===== src/hdl/tcq_ram.sv =====
module tcq_ram #(
    parameter int WIDTH = 8,
    parameter int DEPTH = 16
) (
    input  logic                     clk,
    input  logic                     wr_en,
    input  logic [$clog2(DEPTH)-1:0] wr_addr,
    input  logic [WIDTH-1:0]         wr_data,
    input  logic [$clog2(DEPTH)-1:0] rd_addr,
    output logic [WIDTH-1:0]         rd_data
);

    logic [WIDTH-1:0] mem [DEPTH];

    always_ff @(posedge clk)
    begin
        if (wr_en)
        begin
            mem[wr_addr] <= wr_data;
        end
        rd_data <= mem[rd_addr];
    end

endmodule


===== config.mk =====
export PLATFORM = sky130hd
export DESIGN_NAME = tcq_ram
export DESIGN_NICKNAME = d
export VERILOG_FILES = /design/src/hdl/tcq_ram.sv
export SDC_FILE = /design/constraint.sdc
export NUM_CORES = 1
export LEC_CHECK = 0
export ABC_AREA = 1
export BUFFER_PORTS_ARGS = -buffer_cell sky130_fd_sc_hd__buf_2
export CAP_MARGIN = 10
export CORE_MARGIN = 1
export CORE_UTILIZATION = 35
export DETAILED_ROUTE_END_ITERATION = 8
export GPL_ROUTABILITY_DRIVEN = 1
export GPL_TIMING_DRIVEN = 1
export HOLD_SLACK_MARGIN = 0.08
export SLEW_MARGIN = 10
export SYNTH_ARGS = -nofsm -noshare
export SYNTH_HDL_FRONTEND = slang
export SYNTH_SLANG_ARGS = --single-unit

===== constraint.sdc =====
create_clock -name clk -period 1 [get_ports clk]
set_input_delay 0.1 -clock clk [delete_from_list [all_inputs] [get_ports clk]]
set_output_delay 0.1 -clock clk [all_outputs]
set_load 0.05 [all_outputs]

==> results by stage <==
Power and ir drop:
- The analysis attributes to cell leakage a power of 3.07 nW.
- The power density normalized to cell area is 1890 nW/um^2.
- VDD sags by at most 1080 uV.

Synth:
- The Yosys step of the flow raised 0 warnings.
- The number of nets in the synthesized netlist is 569.
- The post-synthesis instance area is 5770 sq um.
- The XOR/XNOR share of the synthesized area is 0%.
- Each instance of the synthesized netlist takes up on average 10.5 sq um.
- In the synthesized netlist, mux cells make up 0% of the area.
- Of the total synthesized cell area, the portion taken by AND, OR, NAND and NOR gates is 21.0%.
- The share of the Yosys chip area taken by registers is 69.4%.
- The cell count after synthesis is 551.
- The complex-gate fraction of the synthesized area is 0%.
- In this run, distinct cell masters in the synthesized netlist total 12.
- The synthesis-stage register bit count is 136.
- The synthesized netlist devotes 0% of its cell area to adder and majority cells.
- The largest family of logic cells by synthesized area is simple AND/OR/NAND/NOR gates.

Clock network:
- The deepest level of the CTS H-tree is 4.
- The CTS tree is done.
- Hold repair after CTS inserted 0 buffers.
- The insertion delay to the later sink of the worst-skew pair is 0.41 ns.
- The clock net sink count is 136.
- Counting along the longest clock path gives a buffer depth of 2.
- The number of buffers inserted during clock tree synthesis is 17.
- Post-CTS timing repair inserted 0 buffers for setup.
- Clock tree synthesis selected as its root buffer the cell clkbuf_16.
- The clock transition at the registers of the reported paths is 0.05 ns.

Critical path:
- The buffer and inverter count on the worst path is 1.
- The maximum fanout along the worst path is 1.
- The most critical setup path has its endpoint at rd_data[5].
- The worst setup path is launched from a register.
- The slowest cell on the critical path is dfxtp_2.
- The delay of the slowest cell on the worst path is 0.36 ns.
- The kind of cell with the highest combined delay on the critical path is flip-flops.
- The timing startpoint of the critical path is rd_data[5]$_DFF_P_.
- The capture instance of the worst register-to-register path is rd_data[7]$_DFF_P_.
- In this run the critical register-to-register path is launched from mem[1][7]$_DFFE_PP_.
- The start-to-end type of the worst setup path is register to primary output.
- STA puts the critical path data arrival time at 0.91 ns.
- In this run the number of cells on the critical path is 1.
- The number of cell instances on the worst register-to-register path is 6.
- Walking the worst path, the cells encountered are buf_8.
- The required time of the critical path is 0.90 ns.
- The register-to-register path setup slack is 0.04 ns.
- STA classifies the critical path endpoint as a primary output.

Floorplan:
- The number of ports placed on the die boundary is 26.
- The starting utilization of the core area is 36.0%.
- The height of the die is 130 um.
- The floorplan has 46 rows.
- In this run the horizontal extent of the chip is 130 um.
- The floorplan step defined a core boundary enclosing 16000 sq um.
- The die outline area is 17000 sq um.

Placed design:
- The number of port buffers is 25.
- The final HPWL from detailed placement is 8.50 mm.
- The worst slack after detailed placement is -0.201 ns.
- The congestion estimate from routability-driven global placement came to 0.827.

GRT:
- Entering global routing, the biggest net connects 33 pins.
- The number of antenna violations at the first check in global routing was 0.
- Global routing used 17.1% of the available tracks.
- The via count of the first global-routing pass is 3753.
- Summed over all layers, the global routing overflow is 0.
- The first global-routing pass estimated 20.9 mm of wire.

Drt:
- The violation count after the first detailed-route iteration is 358.
- The detail route stage leaves a number of antenna-violating nets equal to 0.
- The residual DRC count is 0.
- The total wirelength of the detailed-routed design is 13.3 mm.
- Before antenna repair, the detailed router went through 5 iterations.
- In the final routed layout, each cell accounts on average for 16.0 um.
- Using the TritonRoute via totals, the vias-per-cell ratio works out to 4.67.
- The number of vias in the routed layout is 3865.

Layout:
- The share of layout cells above drive strength 1 is 20.8%.
- The layout has 1524 filler cells.
- The area growth from synthesis to layout is 24.6%.
- The final layout contains 618 nets.
- Cells fill 44.9% of the core in the end.
- The number of antenna diodes in the final layout is 0.

Job:
- Max-cap violations in this run came to 0.

STA:
- The slack of the critical path is -0.0140 ns.
- The worst path uses 101% of the clock period.
- The highest clock frequency the design can meet is 986 MHz.
- Setup violations remaining at the end of the flow were counted as 5.
- The post-route worst hold slack is 0.117 ns.
- The slew at the pin closest to its max-slew limit is 0.373 ns.
- The largest clock skew in the final design is 0.00495 ns.
- The minimum clock period is 1.01 ns.
- The relative slew slack is 75.1%.
- The final number of max-transition violations is 0.
- Setup repair after global routing could not meet its margin everywhere.
- The number of failing hold endpoints at the final stage came to 0.

Worst hold path:
- The worst hold-check path type is primary input to register.

Status:
- The flow ran to the end, but the final reports show violations.
- The checks that failed: negative setup slack.
[per-layer routing]
| layer | track usage (%) | vias up | wire [um] |
|---|---|---|---|
| met4 | 7.51 | 0 | 334 |
| met5 | 0 | - | 0 |
| met2 | 27.6 | 105 | 6420 |
| met3 | 3.08 | 22 | 654 |
| li1 | - | 1872 | - |
| met1 | 22.8 | 1866 | 5880 |
[synthesized netlist by cell type]
cell type    n  area (sq um)
nand3b_1     2          15.0
dfxtp_1      8           160
nand3_1     97           485
edfxtp_1   128          3840
buf_2       13          65.1
buf_4        4          30.0
nand2_1    173           649
inv_2        2          7.51
buf_6        6          67.6
inv_1      100           375
buf_1        1          3.75
nor2_1      17          63.8
[layout make-up]
cell class | count | area [sq um] | share of cell area, %
timing repair buffer | 54 | 566 | 7.87
multi-input combinational | 289 | 1380 | 19.3
tap | 216 | 270 | 3.76
inverter | 102 | 383 | 5.33
clock buffer | 20 | 437 | 6.08
sequential | 136 | 4020 | 55.9
clock inverter | 11 | 131 | 1.83
[power by group]
group / internal (W) / switching [W]
sequential: 0.00638 / 0.0000594
combinational: 0.000385 / 0.000729
clock: 0.00386 / 0.00214
[timing repair]
item                                    in CTS  in global routing
pin swaps                                    2                  9
endpoints found under the setup margin      11                 15
gates resized for setup                     34                 32
[worst min path at each step]
stage / to / slack (ns) / depth (start not counted) / startpoint
detailed placement: mem[1][2]$_DFFE_PP_ / 0.54 / 1 / wr_data[2]
CTS: mem[4][2]$_DFFE_PP_ / 0.11 / 1 / wr_data[2]
global route: mem[11][4]$_DFFE_PP_ / 0.12 / 1 / wr_data[4]
finish: mem[4][2]$_DFFE_PP_ / 0.12 / 1 / wr_data[2]
floorplan: mem[0][0]$_DFFE_PP_ / 0.20 / 0 / wr_data[0]
global placement: mem[11][4]$_DFFE_PP_ / 0.54 / 1 / wr_data[4]
[sequential cells by signal, indices dropped and copies added (netlist names)]
signal   flops
mem        128
rd_data      8
[per-stage QoR]
| step | instance area (sq um) | power, W | setup TNS, ns | instances |
|---|---|---|---|---|
| after global placement | 6370 | 0.00752 | -10.59 | 797 |
| after CTS | 7040 | 0.0136 | -0.117 | 828 |
| after floorplan | 5770 | 0.00710 | -4.12 | 551 |
| final | 7190 | 0.0136 | -0.0391 | 828 |
| after global routing | 7190 | 0.0140 | -0.191 | 828 |
| after detailed placement | 6370 | 0.00753 | -12.70 | 797 |
[cells by family (layout without fill, tap and decap cells)]
family                 Yosys count  after routing
and+or+nand+nor                289            289
DFF                            136            136
buffers and inverters          126            187
[cell usage in the layout, fill, tap and decap left out]
cell type and count:
nand2_1 168, edfxtp_1 128, inv_1 100, nand3_1 67, nand3_2 30, clkbuf_16 17, buf_2 17, buf_4 17
nor2_1 14, buf_12 12, dfxtp_2 7, buf_8 6, nand2_2 5, nor2_2 3, clkinv_1 3, bufinv_16 3
clkinv_2 3, clkbuf_1 3, inv_2 2, nand3b_1 2, clkinvlp_4 2, buf_6 2, dfxtp_4 1
(Power assumes the default switching activity.)
